**src/hw/rtl/adcdp_pkg.sv**
```systemverilog
// Package for the audio DAC clock divider planner.
// Holds the request, result and queue entry types and the fixed plan constants.
// No dependencies.
package adcdp_pkg;

    localparam int RATE_W   = 19;
    localparam int BITS_W   = 6;
    localparam int BCK_W    = 26;
    localparam int MRATE_W  = 22;
    localparam int DIV_W    = 27;
    localparam int QUO_W    = 16;
    localparam int QUEUE_DEPTH = 2;
    localparam int QUEUE_PTR_W = 1;

    localparam logic [BCK_W-1:0] BCK_MIN     = 26'd1000000;
    localparam logic [BCK_W-1:0] BCK_MAX     = 26'd50000000;
    localparam logic [BCK_W-1:0] BCK_P3_MIN  = 26'd1536000;
    localparam logic [BCK_W-1:0] BCK_P2_MIN  = 26'd12288000;
    localparam logic [BCK_W-1:0] RECIP_3     = 26'd44739243;

    localparam logic [RATE_W-1:0] RATE_11K025 = 19'd11025;
    localparam logic [RATE_W-1:0] RATE_16K    = 19'd16000;
    localparam logic [RATE_W-1:0] RATE_22K05  = 19'd22050;
    localparam logic [RATE_W-1:0] RATE_32K    = 19'd32000;
    localparam logic [RATE_W-1:0] RATE_44K1   = 19'd44100;
    localparam logic [RATE_W-1:0] RATE_48K    = 19'd48000;
    localparam logic [RATE_W-1:0] RATE_96K    = 19'd96000;
    localparam logic [RATE_W-1:0] RATE_192K   = 19'd192000;

    localparam logic [BITS_W-1:0] BITS_24 = 6'd24;
    localparam logic [BITS_W-1:0] BITS_32 = 6'd32;

    localparam logic [DIV_W-1:0] NUM_98M304 = 27'd98304000;
    localparam logic [DIV_W-1:0] NUM_90M3168 = 27'd90316800;
    localparam logic [DIV_W-1:0] NUM_384K   = 27'd384000;

    localparam logic [1:0] P_CODE_1 = 2'd0;
    localparam logic [1:0] P_CODE_2 = 2'd1;
    localparam logic [1:0] P_CODE_3 = 2'd2;

    localparam logic [2:0] NMAC_CODE_2 = 3'd1;
    localparam logic [2:0] NMAC_CODE_3 = 3'd2;
    localparam logic [2:0] NMAC_CODE_6 = 3'd5;

    localparam logic [1:0] SPEED_NORMAL = 2'd0;
    localparam logic [1:0] SPEED_DOUBLE = 2'd1;
    localparam logic [1:0] SPEED_QUAD   = 2'd2;
    localparam logic [1:0] SPEED_OCTAL  = 2'd3;

    localparam logic [1:0] WORD_CODE_16 = 2'd0;
    localparam logic [1:0] WORD_CODE_24 = 2'd2;
    localparam logic [1:0] WORD_CODE_32 = 2'd3;

    localparam logic       PLL_R_CODE   = 1'b1;
    localparam logic [3:0] DAC_DIV_CODE = 4'd15;
    localparam logic [1:0] PUMP_DIV_CODE = 2'd3;
    localparam logic [7:0] OSR_FAMILY_CODE = 8'd7;
    localparam logic [15:0] IDAC_FAMILY = 16'd1024;

    typedef struct packed {
        logic [RATE_W-1:0] sample_rate_hz;
        logic [BITS_W-1:0] bits_per_sample;
    } adcdp_req_t;

    typedef struct packed {
        logic        plan_ok;
        logic [1:0]  pll_p_code;
        logic [6:0]  pll_j_value;
        logic        pll_r_code;
        logic [2:0]  dsp_div_code;
        logic [3:0]  dac_div_code;
        logic [1:0]  pump_div_code;
        logic [7:0]  osr_div_code;
        logic [15:0] dsp_cycles_per_sample;
        logic [1:0]  speed_mode;
        logic [1:0]  word_length_code;
    } adcdp_res_t;

    typedef struct packed {
        logic               ok;
        logic               family_44k1;
        logic [1:0]         p_code;
        logic [2:0]         nmac_code;
        logic [BCK_W-1:0]   bck;
        logic [RATE_W-1:0]  rate;
        logic [MRATE_W-1:0] mrate;
        logic [1:0]         speed;
        logic [1:0]         wcode;
    } adcdp_entry_t;

endpackage

```
**src/hw/rtl/adcdp_queue.sv**
```systemverilog
// Two-entry queue of classified requests between front and back end.
// Uses adcdp_pkg for the entry type and depth.
module adcdp_queue
    import adcdp_pkg::*;
(
    input  logic         clk,
    input  logic         rst_n,
    input  logic         push,
    input  adcdp_entry_t push_data,
    input  logic         pop,
    output adcdp_entry_t pop_data,
    output logic         full,
    output logic         empty
);

    adcdp_entry_t            slot_reg [QUEUE_DEPTH];
    logic [QUEUE_PTR_W-1:0]  wr_ptr_reg;
    logic [QUEUE_PTR_W-1:0]  rd_ptr_reg;
    logic [QUEUE_PTR_W:0]    count_reg;
    logic [QUEUE_PTR_W-1:0]  wr_ptr_next;
    logic [QUEUE_PTR_W-1:0]  rd_ptr_next;
    logic [QUEUE_PTR_W:0]    count_next;
    logic                    do_push;
    logic                    do_pop;

    assign full = (count_reg == (QUEUE_PTR_W+1)'(QUEUE_DEPTH));
    assign empty = (count_reg == '0);
    assign pop_data = slot_reg[rd_ptr_reg];
    assign do_push = push && !full;
    assign do_pop = pop && !empty;

    always_comb
    begin
        wr_ptr_next = do_push ? wr_ptr_reg + QUEUE_PTR_W'(1) : wr_ptr_reg;
        rd_ptr_next = do_pop ? rd_ptr_reg + QUEUE_PTR_W'(1) : rd_ptr_reg;
        count_next = count_reg;
        if (do_push && !do_pop)
            count_next = count_reg + (QUEUE_PTR_W+1)'(1);
        else if (do_pop && !do_push)
            count_next = count_reg - (QUEUE_PTR_W+1)'(1);
    end

    always_ff @(posedge clk or negedge rst_n)
    begin
        if (!rst_n)
        begin
            wr_ptr_reg <= '0;
            rd_ptr_reg <= '0;
            count_reg <= '0;
        end
        else
        begin
            wr_ptr_reg <= wr_ptr_next;
            rd_ptr_reg <= rd_ptr_next;
            count_reg <= count_next;
        end
    end

    always_ff @(posedge clk)
    begin
        if (do_push)
            slot_reg[wr_ptr_reg] <= push_data;
    end

endmodule

```
**config.mk**
```make
export PLATFORM = sky130hd
export DESIGN_NAME = adcdp_queue
export DESIGN_NICKNAME = d
export VERILOG_FILES = /design/src/hw/rtl/adcdp_pkg.sv /design/src/hw/rtl/adcdp_queue.sv
export SDC_FILE = /design/constraint.sdc
export NUM_CORES = 1
export LEC_CHECK = 0
export ABC_AREA = 1
export BUFFER_PORTS_ARGS = -buffer_cell sky130_fd_sc_hd__buf_2
export CAP_MARGIN = 20
export CELL_PAD_IN_SITES_DETAIL_PLACEMENT = 1
export CELL_PAD_IN_SITES_GLOBAL_PLACEMENT = 1
export CORE_UTILIZATION = 41
export CTS_CLUSTER_DIAMETER = 80
export DETAILED_ROUTE_END_ITERATION = 8
export GPL_ROUTABILITY_DRIVEN = 0
export PLACE_DENSITY_LB_ADDON = 0.1
export SKIP_LAST_GASP = 1
export SYNTH_ARGS = -nofsm -noshare
export SYNTH_HDL_FRONTEND = slang
export SYNTH_SLANG_ARGS = --single-unit
```
**constraint.sdc**
```tcl
create_clock -name clk -period 5.48 [get_ports clk]
set_input_delay 0.274 -clock clk [delete_from_list [all_inputs] [get_ports clk]]
set_output_delay 0.274 -clock clk [all_outputs]
set_load 0.02 [all_outputs]
```
Word-level counts from Yosys, hierarchy flattened --
Memory sizes are Yosys's and may differ from the RTL's. Cells that the tools add are included.
Storage, ports and cells: RAM bits 156, memories kept 1, latch bits 0, output and inout bits 80, word-level logic and storage cells 23, ROM bits 0, register bits after elaboration 4
Operators by class: multipliers 0, order comparisons 0, divide/modulo/power cells 0, bitwise logic cells 0, multiplexer cells 4, shift operators 0, add/sub/neg operators 4, reductions and logical operators 10, equality and inequality tests 1
Memories:
- slot_reg | depth 2, width 78, rd ports 1, clocked after memory_dff 0, wr ports 1, line adcdp_queue.sv:16 | adcdp_entry_t slot_reg [QUEUE_DEPTH];
Operators with widths (number):
- 1-bit logical AND | 4
- 1-bit zero test | 4
- 2-bit 2-to-1 mux | 2
- 1-bit adder, second input constant | 2
- 2-bit by 1-bit adder with 2-bit output, second input constant | 1
- 2-bit equality test, second input constant | 1
- 2-bit zero test | 1
- 1-bit 2-to-1 mux | 2
- 2-bit nonzero test | 1
- 2-bit by 1-bit subtractor with 2-bit output, second input constant | 1

Longest topological paths before layout --
word-level depth 7, gate-level depth with buffers 9, depth with buffers taken out 9

Least setup slack after synthesis --
OpenSTA, ideal clock, no wires.
path kind flip-flop to flip-flop, start register count_reg[1], end memory slot_reg[1][0] (netlist bit), enable pin, cell stages (with the launch flop) 4, buffers on the path 0, arrival 3.822 ns, path slack 1.143 ns, required time 4.965 ns, clock period less this slack 4.337 ns, path through dfrtp_1 inv_1 o21ai_0 nor2_1
Between the ends: cells in the longest elaborated chain, start to end 5
RTL lines:
- start: declaration | line adcdp_queue.sv:19 | logic [QUEUE_PTR_W:0] count_reg;
- start signal: assignment | line adcdp_queue.sv:55 | count_reg <= count_next;
- 2-bit equality test | line adcdp_queue.sv:26 | assign full = (count_reg == (QUEUE_PTR_W+1)'(QUEUE_DEPTH));
- 1-bit zero test | line adcdp_queue.sv:29 | assign do_push = push && !full;
- 1-bit logical AND | line adcdp_queue.sv:29
- 1-bit 2-to-1 mux | line adcdp_queue.sv:61 | if (do_push)
- 1-bit 2-to-1 mux (not written as such) | line adcdp_queue.sv:62 | slot_reg[wr_ptr_reg] <= push_data;
- end: declaration | line adcdp_queue.sv:16
Every way passes these cells.

Worst setup path after layout --
start register count_reg[1], end memory slot_reg[1][57] (netlist bit), enable pin
The elaborated chain is that of the path after synthesis.

==> impl_metrics.json <==
{
  "outcome": "finished, final reports clean",
  "overflow": 0,
  "grt.total_usage_pct": 17.9,
  "wl_per_cell_um": 15.7,
  "rsz0062_at_grt": "false",
  "netlist.area_leader.share_pct": 79.4,
  "max_freq_mhz": 395,
  "grt_max_degree": 80,
  "drt_iter0_drc": 201,
  "critPathLaunchType": "flip-flop",
  "syn_area_per_cell_um2": 13.4,
  "cts_root_buf": "clkbuf_16",
  "synth-async-reset-ratio_pct": 2.50,
  "endpoint_kind": "flip-flop",
  "period_share_pct": 46.2,
  "final_nets": 689,
  "switchingPower_mw": 1.58,
  "setup_ws_ns": 2.95,
  "cts_resized": 0,
  "yosysMostFrequentCell": "nand2_1",
  "critPathKind": "reg2reg",
  "wl_um": 12600,
  "reg2reg_slack_ns": 2.95,
  "die_width_um": 122,
  "p_total_mw": 4.31,
  "period_minus_slack_ns": 2.53,
  "fp.dieH_um": 122,
  "core_um2": 14000,
  "hold_end": "slot_reg[1][37]",
  "crit_slowest_cell": "nor2_4",
  "post_dp_cell_area_um2": 6860,
  "total_leakage_power_nw": 3.21,
  "fillers": 1497,
  "hold_violations": 0,
  "grt_pass1_wl_um": 19400,
  "clock_skew_ns": 0.00496,
  "pwr-share-comb_pct": 34.4,
  "tightest_slew_ns": 0.983,
  "clockPowerShare_pct": 25.1,
  "antenna_cells": 0,
  "p_seq_share_pct": 40.5,
  "rows": 43,
  "synth_common_cells": "nand2_1, edfxtp_1, buf_2, inv_1",
  "tritoncts": "yes",
  "syn_nets": 522,
  "synth-edff-count": 156,
  "yosys-top-cells-area": "edfxtp_1, nand2_1, dfrtp_1, buf_2, buf_6",
  "numCtsBuffers": 17,
  "critical_path.max_fanout": 45,
  "grt_pass1_vias": 3960,
  "cts_setup_buffers": 0,
  "cp_num_buf_inv": 2,
  "syn_area_um2": 5900,
  "cpPeakStageDelay_ns": 0.78,
  "power_density_nw_per_um2": 582,
  "place_hpwl_um": 8040,
  "setup_viol": 0,
  "path_cells": "inv_1, o21ai_0, nor2_4, buf_4",
  "cap_violations": 0,
  "reg2reg_to": "slot_reg[1][57]",
  "ys.flop_type": "edfxtp_1",
  "path_clk_slew_ns": 0.06,
  "io_pins": 162,
  "pre_cts_ws_ns": 2.88,
  "hold_class": "in2reg",
  "cts-htree-levels": 4,
  "grt_antenna_before_repair": 0,
  "io_buffers": 161,
  "slew_headroom_pct": 34.3,
  "hold_depth": 1,
  "area_delta_synth_final_pct": 25.4,
  "initial_utilization_pct": 42.2,
  "critPathTopFamily": "simple AND/OR/NAND/NOR gates",
  "swShare_pct": 36.7,
  "ys_warn_count": 0,
  "drive_above_1_share_pct": 30.9,
  "antenna_left": 0,
  "syn_inst": 439,
  "drc": 0,
  "ff2ff_path_depth": 4,
  "maxSlewViolCount": 0,
  "min_from": "push_data[37]",
  "clock_latency_ns": 0.41,
  "internal_power_mw": 2.73,
  "hold_buffers": 1,
  "dieArea_um2": 14900,
  "synth_area_leader_cell": "edfxtp_1",
  "ir_drop_mv": 0.277,
  "fin_area_um2": 7400,
  "critPathArrivalTime_ns": 2.58,
  "largest_reg_flops": 156,
  "synth_cell_type_count": 15,
  "clock_sinks": 160,
  "clock_tree.buffer_depth": 2,
  "synth_seq_cells": 160,
  "tns_ns": 0,
  "ys_seq_area_share_pct": 81.1,
  "drt_pass1_iterations": 4,
  "reg2reg_from": "count_reg[1]",
  "crit_required_ns": 5.52,
  "num_vias": 3771,
  "viasPerCell": 4.73
}
power by group through the flow:
stage	sequential, mW	clock (mW)	combinational, mW
3_5_place_dp	1.77	0	1.52
5_1_grt	1.77	1.14	1.64
4_1_cts	1.75	1.10	1.52
3_3_place_gp	1.75	0	1.49
6_report	1.75	1.08	1.48
2_1_floorplan	1.77	0	1.00
cell families after synthesis:
| logic type | count (synthesis) | synth area share, % |
|---|---|---|
| adder cells (fa/ha/maj) | 1 | 0.212 |
| buffers and inverters | 25 | 2.40 |
| flip-flops | 160 | 81.1 |
| AO/OA/AOI/OAI | 2 | 0.170 |
| XOR/XNOR | 1 | 0.148 |
| AND/OR/NAND/NOR | 250 | 16.0 |
routing by layer:
metal	GRT usage, %	vias up	part of all wire (%)
met4	7.95	0	1.9
met3	6.18	20	7.0
met2	30.7	128	52
met1	20.0	1806	39
met5	0	-	0
li1	-	1817	-
cells in the final DEF, fill, tap and decap left out:
cell           count
dfrtp_2            1
xnor2_1            1
nor2_4             1
nand3b_1           1
inv_1              6
nand4_1            1
nand3_1            1
bufinv_16          2
clkinv_1           4
o21ai_0            2
clkbuf_1           4
clkbuf_16         17
clkinv_2           5
dfrtp_1            3
buf_2            161
buf_4              3
dlygate4sd3_1      1
inv_4              1
ha_1               1
nand2_1          243
nor2_1             3
edfxtp_1         156
metrics by stage:
step | hold WS (ns) | instances | util (%)
2_1_floorplan | -0.0216 | 439 | -
5_1_grt | 0.0293 | 798 | 52.9
3_3_place_gp | 0.0866 | 766 | 49.0
6_report | 0.0488 | 798 | 52.9
3_5_place_dp | 0.0885 | 766 | 49.0
4_1_cts | 0.0321 | 798 | 52.9
how the worst max path moves through the flow:
stage                                 end  slack (ns)          from  cells past startpoint
after CTS                 slot_reg[1][40]        2.88  count_reg[0]                      3
after detailed placement  slot_reg[1][69]        2.88  count_reg[0]                      3
after floorplan            slot_reg[1][0]        1.14  count_reg[1]                      3
after global placement    slot_reg[1][62]        2.93  count_reg[1]                      4
final                     slot_reg[1][57]        2.95  count_reg[1]                      4
after global routing      slot_reg[1][36]        2.69  count_reg[0]                      3
final cells by class:
cell class	count	area [um^2]	area share [%]
clock inverter	10	95.1	1.28
tap	180	225	3.04
inverter	8	33.8	0.456
multi-input combinational	254	985	13.3
clock buffer	21	440	5.95
timing repair buffer	165	838	11.3
sequential	160	4790	64.6
(Power assumes the default switching activity.)
