`src/hw/rtl/adcdp_pkg.sv`:
```
// Package for the audio DAC clock divider planner.
// Holds the request, result and queue entry types and the fixed plan constants.
// No dependencies.
package adcdp_pkg;

    localparam int RATE_W   = 19;
    localparam int BITS_W   = 6;
    localparam int BCK_W    = 26;
    localparam int MRATE_W  = 22;
    localparam int DIV_W    = 27;
    localparam int QUO_W    = 16;
    localparam int QUEUE_DEPTH = 2;
    localparam int QUEUE_PTR_W = 1;

    localparam logic [BCK_W-1:0] BCK_MIN     = 26'd1000000;
    localparam logic [BCK_W-1:0] BCK_MAX     = 26'd50000000;
    localparam logic [BCK_W-1:0] BCK_P3_MIN  = 26'd1536000;
    localparam logic [BCK_W-1:0] BCK_P2_MIN  = 26'd12288000;
    localparam logic [BCK_W-1:0] RECIP_3     = 26'd44739243;

    localparam logic [RATE_W-1:0] RATE_11K025 = 19'd11025;
    localparam logic [RATE_W-1:0] RATE_16K    = 19'd16000;
    localparam logic [RATE_W-1:0] RATE_22K05  = 19'd22050;
    localparam logic [RATE_W-1:0] RATE_32K    = 19'd32000;
    localparam logic [RATE_W-1:0] RATE_44K1   = 19'd44100;
    localparam logic [RATE_W-1:0] RATE_48K    = 19'd48000;
    localparam logic [RATE_W-1:0] RATE_96K    = 19'd96000;
    localparam logic [RATE_W-1:0] RATE_192K   = 19'd192000;

    localparam logic [BITS_W-1:0] BITS_24 = 6'd24;
    localparam logic [BITS_W-1:0] BITS_32 = 6'd32;

    localparam logic [DIV_W-1:0] NUM_98M304 = 27'd98304000;
    localparam logic [DIV_W-1:0] NUM_90M3168 = 27'd90316800;
    localparam logic [DIV_W-1:0] NUM_384K   = 27'd384000;

    localparam logic [1:0] P_CODE_1 = 2'd0;
    localparam logic [1:0] P_CODE_2 = 2'd1;
    localparam logic [1:0] P_CODE_3 = 2'd2;

    localparam logic [2:0] NMAC_CODE_2 = 3'd1;
    localparam logic [2:0] NMAC_CODE_3 = 3'd2;
    localparam logic [2:0] NMAC_CODE_6 = 3'd5;

    localparam logic [1:0] SPEED_NORMAL = 2'd0;
    localparam logic [1:0] SPEED_DOUBLE = 2'd1;
    localparam logic [1:0] SPEED_QUAD   = 2'd2;
    localparam logic [1:0] SPEED_OCTAL  = 2'd3;

    localparam logic [1:0] WORD_CODE_16 = 2'd0;
    localparam logic [1:0] WORD_CODE_24 = 2'd2;
    localparam logic [1:0] WORD_CODE_32 = 2'd3;

    localparam logic       PLL_R_CODE   = 1'b1;
    localparam logic [3:0] DAC_DIV_CODE = 4'd15;
    localparam logic [1:0] PUMP_DIV_CODE = 2'd3;
    localparam logic [7:0] OSR_FAMILY_CODE = 8'd7;
    localparam logic [15:0] IDAC_FAMILY = 16'd1024;

    typedef struct packed {
        logic [RATE_W-1:0] sample_rate_hz;
        logic [BITS_W-1:0] bits_per_sample;
    } adcdp_req_t;

    typedef struct packed {
        logic        plan_ok;
        logic [1:0]  pll_p_code;
        logic [6:0]  pll_j_value;
        logic        pll_r_code;
        logic [2:0]  dsp_div_code;
        logic [3:0]  dac_div_code;
        logic [1:0]  pump_div_code;
        logic [7:0]  osr_div_code;
        logic [15:0] dsp_cycles_per_sample;
        logic [1:0]  speed_mode;
        logic [1:0]  word_length_code;
    } adcdp_res_t;

    typedef struct packed {
        logic               ok;
        logic               family_44k1;
        logic [1:0]         p_code;
        logic [2:0]         nmac_code;
        logic [BCK_W-1:0]   bck;
        logic [RATE_W-1:0]  rate;
        logic [MRATE_W-1:0] mrate;
        logic [1:0]         speed;
        logic [1:0]         wcode;
    } adcdp_entry_t;

endpackage

```
`src/hw/rtl/adcdp_front.sv`:
```
// Front end of the clock planner: accepts requests and classifies them.
// Forms the bit clock, checks limits and picks the plan codes; uses adcdp_pkg.
module adcdp_front
    import adcdp_pkg::*;
(
    input  logic         start,
    input  adcdp_req_t   request,
    input  logic         queue_full,
    output logic         busy,
    output logic         push,
    output adcdp_entry_t entry
);

    logic [BCK_W-1:0]   rate_bits;
    logic [BCK_W-1:0]   bck;
    logic [RATE_W-1:0]  rate;
    logic [BITS_W-1:0]  bits;
    logic               family;
    logic               reject_24;
    logic [2:0]         nmac_code;
    logic [2:0]         nmac;

    assign busy = queue_full;
    assign push = start && !queue_full;

    always_comb
    begin
        rate = request.sample_rate_hz;
        bits = request.bits_per_sample;
        rate_bits = {7'b0, rate} * {20'b0, bits};
        bck = {rate_bits[BCK_W-2:0], 1'b0};
        family = (rate == RATE_11K025) || (rate == RATE_22K05) || (rate == RATE_44K1);
        reject_24 = ((rate == RATE_44K1) || (rate == RATE_48K)) && (bits == BITS_24);

        if (family)
            nmac_code = NMAC_CODE_2;
        else if (rate == RATE_16K)
            nmac_code = NMAC_CODE_6;
        else if (rate == RATE_32K)
            nmac_code = NMAC_CODE_3;
        else
            nmac_code = NMAC_CODE_2;
        nmac = nmac_code + 3'd1;

        entry.ok = (bck >= BCK_MIN) && (bck <= BCK_MAX) && !reject_24;
        entry.family_44k1 = family;
        if (family)
            entry.p_code = P_CODE_1;
        else if ((bits == BITS_24) && (bck > BCK_P3_MIN))
            entry.p_code = P_CODE_3;
        else if (bck > BCK_P2_MIN)
            entry.p_code = P_CODE_2;
        else
            entry.p_code = P_CODE_1;
        entry.nmac_code = nmac_code;
        entry.bck = bck;
        entry.rate = rate;
        entry.mrate = {3'b0, rate} * {19'b0, nmac};

        if (rate <= RATE_48K)
            entry.speed = SPEED_NORMAL;
        else if (rate <= RATE_96K)
            entry.speed = SPEED_DOUBLE;
        else if (rate <= RATE_192K)
            entry.speed = SPEED_QUAD;
        else
            entry.speed = SPEED_OCTAL;

        if (bits == BITS_24)
            entry.wcode = WORD_CODE_24;
        else if (bits == BITS_32)
            entry.wcode = WORD_CODE_32;
        else
            entry.wcode = WORD_CODE_16;
    end

endmodule

```
`config.mk`:
```
export PLATFORM = sky130hd
export DESIGN_NAME = adcdp_front
export DESIGN_NICKNAME = d
export VERILOG_FILES = /design/src/hw/rtl/adcdp_pkg.sv /design/src/hw/rtl/adcdp_front.sv
export SDC_FILE = /design/constraint.sdc
export NUM_CORES = 1
export LEC_CHECK = 0
export ABC_AREA = 1
export BUFFER_PORTS_ARGS = -buffer_cell sky130_fd_sc_hd__clkbuf_2
export CORE_UTILIZATION = 40
export DETAILED_ROUTE_END_ITERATION = 12
export PLACE_DENSITY = 0.57
export SLEW_MARGIN = 5
export SYNTH_ARGS = -nofsm -noshare
export SYNTH_HDL_FRONTEND = slang
export SYNTH_SLANG_ARGS = --single-unit
```
`constraint.sdc`:
```
create_clock -name vclk -period 15.7
set_clock_uncertainty 0.1 [all_clocks]
set_input_delay 3.14 -clock vclk [all_inputs]
set_output_delay 3.14 -clock vclk [all_outputs]
set_load 0.005 [all_outputs]
```
# Yosys cells after proc, flatten, opt, wreduce, memory -nomap -nowiden
# Index checks and enable logic that the tools add are counted.
dict set report classes {
  n_mul 2
  add_sub_neg 1
  reduce_logical 10
  div 0
  eq_ne 8
  n_shift 0
  bitwise_logic 0
  n_lt_le_gt_ge 7
  n_mux 11
}
# operator n
set ops {}
lappend ops {{$eq 19x14->1 const B} 2}
lappend ops {{$eq 19x15->1 const B} 2}
lappend ops {{$eq 19x16->1 const B} 2}
lappend ops {{$ge 26x20->1 const B} 1}
lappend ops {{$gt 26x21->1 const B} 1}
lappend ops {{$gt 26x24->1 const B} 1}
lappend ops {{$le 26x26->1 const B} 1}
lappend ops {{$mul 19x6->25} 1}
lappend ops {{$mul 19x3->22} 1}
lappend ops {{$le 19x16->1 const B} 1}
lappend ops {{$le 19x17->1 const B} 1}
lappend ops {{$le 19x18->1 const B} 1}
lappend ops {{$mux 2} 7}
lappend ops {{$eq 6x5->1 const B} 1}
lappend ops {{$eq 6x6->1 const B} 1}
lappend ops {{$mux 3} 2}
lappend ops {{$logic_and 1x1->1} 5}
lappend ops {{$add 3x1->3 const B} 1}
lappend ops {{$logic_or 1x1->1} 3}
lappend ops {{$logic_not 1->1} 2}
lappend ops {{$mux 1} 2}
dict set report totals {
  rom_bits 0
  n_memories 0
  mem_bits_rw 0
  out_inout_bits 80
  inputBits 27
  word_cells 39
  latch_bits 0
  regBits 0
}

# Depth between registers and ports, before layout
# Gate-level depths: netlist of the first run.
dict set report logic_depth {
  ltp_word 6
  ltp_mapped 28
  depth_no_buf 26
}

# Worst setup path before layout of the first run
# Ideal clock, no wire load.
dict set report synth_timing {
  path_type {input-to-output}
  from {input port request[20] (netlist bit)}
  to {output port entry[23] (netlist bit)}
  cell_stages 20
  arrival_ns 7.275
  path_slack_ns 5.185
  required_time_ns 12.460
  path_cell_list {clkbuf_1 -> inv_1 -> nor3_1 -> nand4_1 -> ha_1 -> clkbuf_1 -> buf_1 -> nand2_1 -> fa_1 -> inv_1 -> ha_1 -> a21oi_1 -> nor2_1 -> nor2_1 -> nand2_1 -> a21boi_0 -> o21ai_1 -> a21oi_1 -> o21ai_1 -> xor2_1}
}
# element line
set synth_lines {}
lappend synth_lines {{start, declared} adcdp_front.sv:7} ;# input adcdp_req_t request,
lappend synth_lines {{end, declared} adcdp_front.sv:11} ;# output adcdp_entry_t entry

==> summary.md, run 1 <==
| Metric | Value |
|---|---|
| Status | finished, violations left |
| Failing checks | DRC |
| Register area share after synthesis | 0% |
| Synth Area in Adders | 34.5% |
| Post-route design area | approximately 0.0076 mm^2 |
| PD cells | 101 mW/mm^2 |
| # rows | 48 |
| Antenna Nets Post-Route | 0 |
| CP Launch Type | input port |
| Die height | between 100 and 150 um |
| Area fraction in compound gates after synthesis | under 10% |
| Detailed router's first-iteration violation count | ~360 |
| Fmax | between 90 and 100 MHz |
| PortBufs | 105 |
| Final setup vio count | 0 |
| Min Tclk post-route | 10.99 ns |
| GP Congestion | a little over 0.9 |
| Via density | about 4.7 |
| Register area | 0 um^2 |
| Placed inst area | 0.00759 mm^2 |
| Seq cells | 0 |
| Post-Synth XOR/XNOR Area | under 10% |
| First-pass iteration count of the detailed router | 9 |
| Vias in the first global route | 6,454 |
| Non-Filler Instances | 1,491 |
| Setup TNS | 0 ns |
| Die W | roughly 130 um |
| Worst Tran Pin Value | between 0.8 and 0.9 ns |
| Via count | approximately 7,000 |
| HPWL after DPL | between 15,000 and 20,000 um |
| Largest family of logic cells by synthesized area | adder cells |
| Antenna Cells | 0 |
| Final worst slack | around 4.7 ns |
| P_leak | 0.00508 uW |
| Final-report hold violation count | 0 |
| Max Cap Violations | 0 |
| Synthesized instance count | between 1,000 and 1,500 |
| Most common cell on crit path | nor2_1 |
| Critical Path Fanout Max | 19 |
| PostCTS Resize Cnt | 0 |
| Placed Cells | 1,491 |
| First-pass GRT wire length | slightly above 30,000 um |
| Pre-CTS setup slack | around 4.8 ns |
| Top Ports | roughly 110 |
| Peak VDD IR | roughly 0.046 mV |
| Crit path required time | ~12 ns |
| Delay-heaviest family, CP | adder cells |
| Buf/Inv on CP | 4 |
| # DRC | 1 |
| Fin nets | 1,437 |
| Initial antenna violation count | 0 |
| Crit. End Element | output port |
| Mux contribution to synthesized area | 0% |
| Tcrit/Tclk final | between 60 and 70% |
| Post-synthesis cell area | about 0.0070 mm^2 |
| Hold buffers post-CTS | 0 |
| Initial Util | 40.9% |
| Crit path DAT | ~7.8 ns |
| Crit-path cells | clkbuf_2, nor2_1, inv_1, nor3_1, nand4_1, ha_1, nand2_1, fa_1, inv_1, ha_1, a21oi_1, nor2_1, nor2_1, nand2_1, a21boi_0, o21ai_1, a21oi_1, o21ai_1, xor2_1, clkbuf_2 |
| Avg Synthesized Cell Area | roughly 6 um^2 |
| Area grow syn2layout | 7.69% |
| Total Routing Usage GR | 20.7% |
| Synthesis Warnings | 0 |
| Worst rel slew slack | between 40 and 50% |
| Total Wirelength | 17,900 um |
| Slew Limit Fails | 0 |
| Unrepaired setup endpoints after global routing | false |
| Slowest cell on the critical path | ha_1 |
| Clk_buf instances | 0 |
| Layout cells sized above 1 | between 10% and 20% |
| Synth Area in Simple Gates | between 30% and 40% |
| WS Path Type | in -> out |
| Drt wl/cell | 12.0 um |
| Crit-path max cell delay | roughly 0.74 ns |
| Largest net degree at the start of global routing | 22 |
| Min-Delay Path Class | in -> out |
| Total Die Area | ~0.018 mm^2 |
| Count of cell types in the netlist | 36 |
| Core Area | approximately 0.017 mm^2 |
| Remaining Overflow, GRT | 0 |
| Post-CTS setup buffers | 0 |
## layout by cell type, fill, tap and decap left out, types with 2 or more instances in the layout
master      n
o311ai_0    2
clkbuf_2  105
nor3_1     12
nand3b_1    7
nand2_2    12
nand4_1    24
xnor2_1     8
ha_1       55
o21ai_0    10
a21oi_1    38
a31oi_1     2
o21ai_1     2
xor2_1     15
conb_1     14
nor4_1      6
inv_2       3
o21bai_1    5
o31ai_1     4
nor2_2     12
fa_1       87
nor2_1     70
o211ai_1    2
nand3_1    50
nand2_1   377
nor2_4      2
inv_1     335
## path summary, 6_finish.rpt
kind | startpoint | endpoint | depth (start not counted)
setup / recovery | request[12] | entry[23] | 20
hold / removal | queue_full | busy | 2
## where the power goes
| part | internal, uW | total, uW | switching, uW |
|---|---|---|---|
| sequential | 0 | 0 | 0 |
| clock | 0 | 0 | 0 |
| combinational | 267 | 766 | 498 |
| total | 267 | 766 | 498 |
## layer usage
metal  GRT usage, %  wire, um  up-vias
li1               -         -     3624
met1           30.3      8850     3238
met2           36.2      8390      135
met3          0.225       659        4
met4          0.499        39        0
met5              0         0        -
## final cells by class
class	instances	area, um^2
Tap cell	225	282
Inverter	338	1270
Fill cell	1911	9650
Multi-Input combinational cell	823	5510
Timing Repair Buffer	105	526
## synthesized netlist by cell type (all sizes together), types with 7 or more instances
| cell type | n | area (um^2) |
|---|---|---|
| inv | 338 | 1270 |
| a21oi | 38 | 190 |
| ha | 55 | 688 |
| nor2 | 84 | 360 |
| nand3b | 7 | 52.6 |
| xnor2 | 8 | 70.1 |
| clkbuf | 21 | 78.8 |
| fa | 87 | 1740 |
| xor2 | 16 | 148 |
| nor3 | 12 | 60.1 |
| o21ai | 12 | 60.1 |
| buf | 36 | 231 |
| nand2 | 389 | 1490 |
| nand4 | 24 | 150 |
| nand3 | 51 | 260 |
## per-stage QoR
step / util [%] / hold slack, ns / power (uW)
finish: 44.0 / 6.37 / 766
global route: 44.0 / 6.39 / 880
CTS: 44.0 / 6.37 / 772
detailed placement: 44.0 / 6.37 / 768
global placement: 44.0 / 6.37 / 767
floorplan: - / 6.21 / 557
## kinds of logic (layout without fill, tap and decap cells)
family                     count (synthesis)  count (layout)
other                                      2              14
and+or+nand+nor                          575             575
xor gates and xnor gates                  24              24
adders and majority gates                142             142
AOI/OAI and AO/OA                         68              68
buffers and inverters                    395             443
Power figures use the tool's default switching activity.
==> run 2: changes to the inputs <==
PLACE_DENSITY = 0.59   (was 0.57)
clock period = 10.09 ns   (was 15.7 ns; I/O delays follow)
==> run 2 against run 1 <==
Net effect:
- sequential share of layout area stayed put
- hold slack got worse by 2.2 ns
- design area stayed put
- count of clock-buffer cells in the layout unchanged
- via count rose by 0.57%
- final cell count is the same
- the run now ends clean
- critical endpoint unchanged
- sequential cell count unchanged
- largest cell class unchanged
- utilization is the same
- global-route usage is 0.52 points higher
- total power is 56% higher
- first-iteration DRC count grew 13%
==> summary.md, run 2 (synthesis gave the netlist of run 1 again) <==
| Metric | Value |
|---|---|
| Status | finished, final reports clean |
| Tot Pwr | 1190 uW |
| Vias in the first global route | 6,539 |
| Total Die Area | 0.0181 mm^2 |
| Most frequent cells in the layout | 377 x nand2_1, 335 x inv_1, 105 x clkbuf_2 |
| Core Area | around 0.017 mm^2 |
| Seq cells | 0 |
| Delay-heaviest family, CP | adder cells |
| P_leak | around 0.0051 uW |
| Final-report hold violation count | 0 |
| CP Launch Type | input port |
| Critical Path Fanout Max | 19 |
| Via count | ~7,000 |
| First-pass iteration count of the detailed router | 4 |
| Unrepaired setup endpoints after global routing | false |
| Clock Power Share | 0% |
| Antenna Cells | 0 |
| Most common cell after layout, fill and taps aside | nand2_1 |
| Die height | between 100 and 150 um |
| Sequential group share of total power | 0% |
| Min Tclk post-route | around 9 ns |
| Peak VDD IR | between 0.07 and 0.08 mV |
| Crit path required time | approximately 8 ns |
| Area grow syn2layout | 7.69% |
| Max Cap Violations | 0 |
| Top Ports | around 110 |
| Slew Limit Fails | 0 |
| PostCTS Resize Cnt | 0 |
| Post-CTS setup buffers | 0 |
| Crit-path max cell delay | around 0.57 ns |
| PortBufs | 105 |
| Combinational Power Share | 100.0% |
| Hold path depth | 2 |
| WS Path Type | in -> out |
| Antenna Nets Post-Route | 0 |
| Fillers | between 1,500 and 2,000 |
| Fin nets | ~1,400 |
| # DRC | 0 |
| Total Wirelength | roughly 18,000 um |
| Final setup vio count | 0 |
| First-pass GRT wire length | 31,700 um |
| Crit. End Element | output port |
| Crit-path cells | clkbuf_2, nand2_1, nor3_1, nand4_1, inv_1, ha_1, nand2_1, fa_1, inv_1, ha_1, a21oi_1, nor2_1, nor2_1, nand2_1, a21boi_0, o21ai_1, a21oi_1, o21ai_1, xor2_1, clkbuf_2 |
| Min-Delay Path Class | in -> out |
| Sw Pwr | 773 uW |
| # rows | 48 |
| Drt wl/cell | between 10 and 15 um |
| Detailed router's first-iteration violation count | 412 |
| Largest net degree at the start of global routing | 22 |
| Die W | between 100 and 150 um |
| Fmax | 114 MHz |
| Remaining Overflow, GRT | 0 |
| Switching share of power | between 60% and 70% |
| Crit path DAT | 6.68 ns |
| Slowest cell on the critical path | ha_1 |
| Hold EP | busy |
| Setup TNS | 0 ns |
| Buf/Inv on CP | 4 |
| Hold Path Origin | queue_full |
| Register area | 0 um^2 |
| HPWL after DPL | about 16,000 um |
| Layout cells sized above 1 | between 10% and 20% |
| Clk_buf instances | 0 |
| Total Routing Usage GR | a little over a fifth |
| Most common cell on crit path | nand2_1 |
| Hold buffers post-CTS | 0 |
| GP Congestion | 0.848 |
| Worst rel slew slack | 52.2% |
| P_int | between 400 and 500 uW |
| Worst Tran Pin Value | a little over 0.7 ns |
| PD cells | ~160 mW/mm^2 |
| Tcrit/Tclk final | 87.2% |
| Initial Util | approximately 41% |
| Via density | around 4.7 |
| Initial antenna violation count | 0 |
==> run 2: cell type report <==
type,count,area (um^2),share of cell area (%)
inverters,338,1270,16.7
well taps,225,282,3.71
multi-input cells,823,5510,72.6
repair buffers,105,526,6.93
==> run 2: how the worst max path moves through the flow <==
stage                     end  cells past startpoint        start
CTS                 entry[23]                     20  request[17]
finish              entry[23]                     20  request[17]
floorplan           entry[23]                     20  request[20]
global route        entry[23]                     20  request[12]
global placement    entry[23]                     20  request[17]
detailed placement  entry[23]                     20  request[17]
==> run 2: through the flow <==
step           cell area [um^2]  setup slack [ns]  hold slack, ns  cells  util [%]
2_1_floorplan              7090              1.82            3.97   1218         -
3_3_place_gp               7590              1.59            4.12   1491      44.0
3_5_place_dp               7590              1.37            4.12   1491      44.0
4_1_cts                    7590              1.35            4.12   1491      44.0
5_1_grt                    7590             0.827            4.14   1491      44.0
6_report                   7590              1.29            4.12   1491      44.0
==> run 2: layer usage <==
layer	track usage (%)	share of wire, %	vias up
met5	0	0	-
met4	0.312	0.098	0
met3	0.0375	3.2	2
met2	37.0	48	131
met1	31.3	49	3287
li1	-	-	3621
==> run 2: power by group through the flow <==
stage | Clock (uW) | Sequential (uW) | Combinational [uW]
after detailed placement | 0 | 0 | 1190
after CTS | 0 | 0 | 1200
final | 0 | 0 | 1190
after global placement | 0 | 0 | 1190
after global routing | 0 | 0 | 1370
after floorplan | 0 | 0 | 867
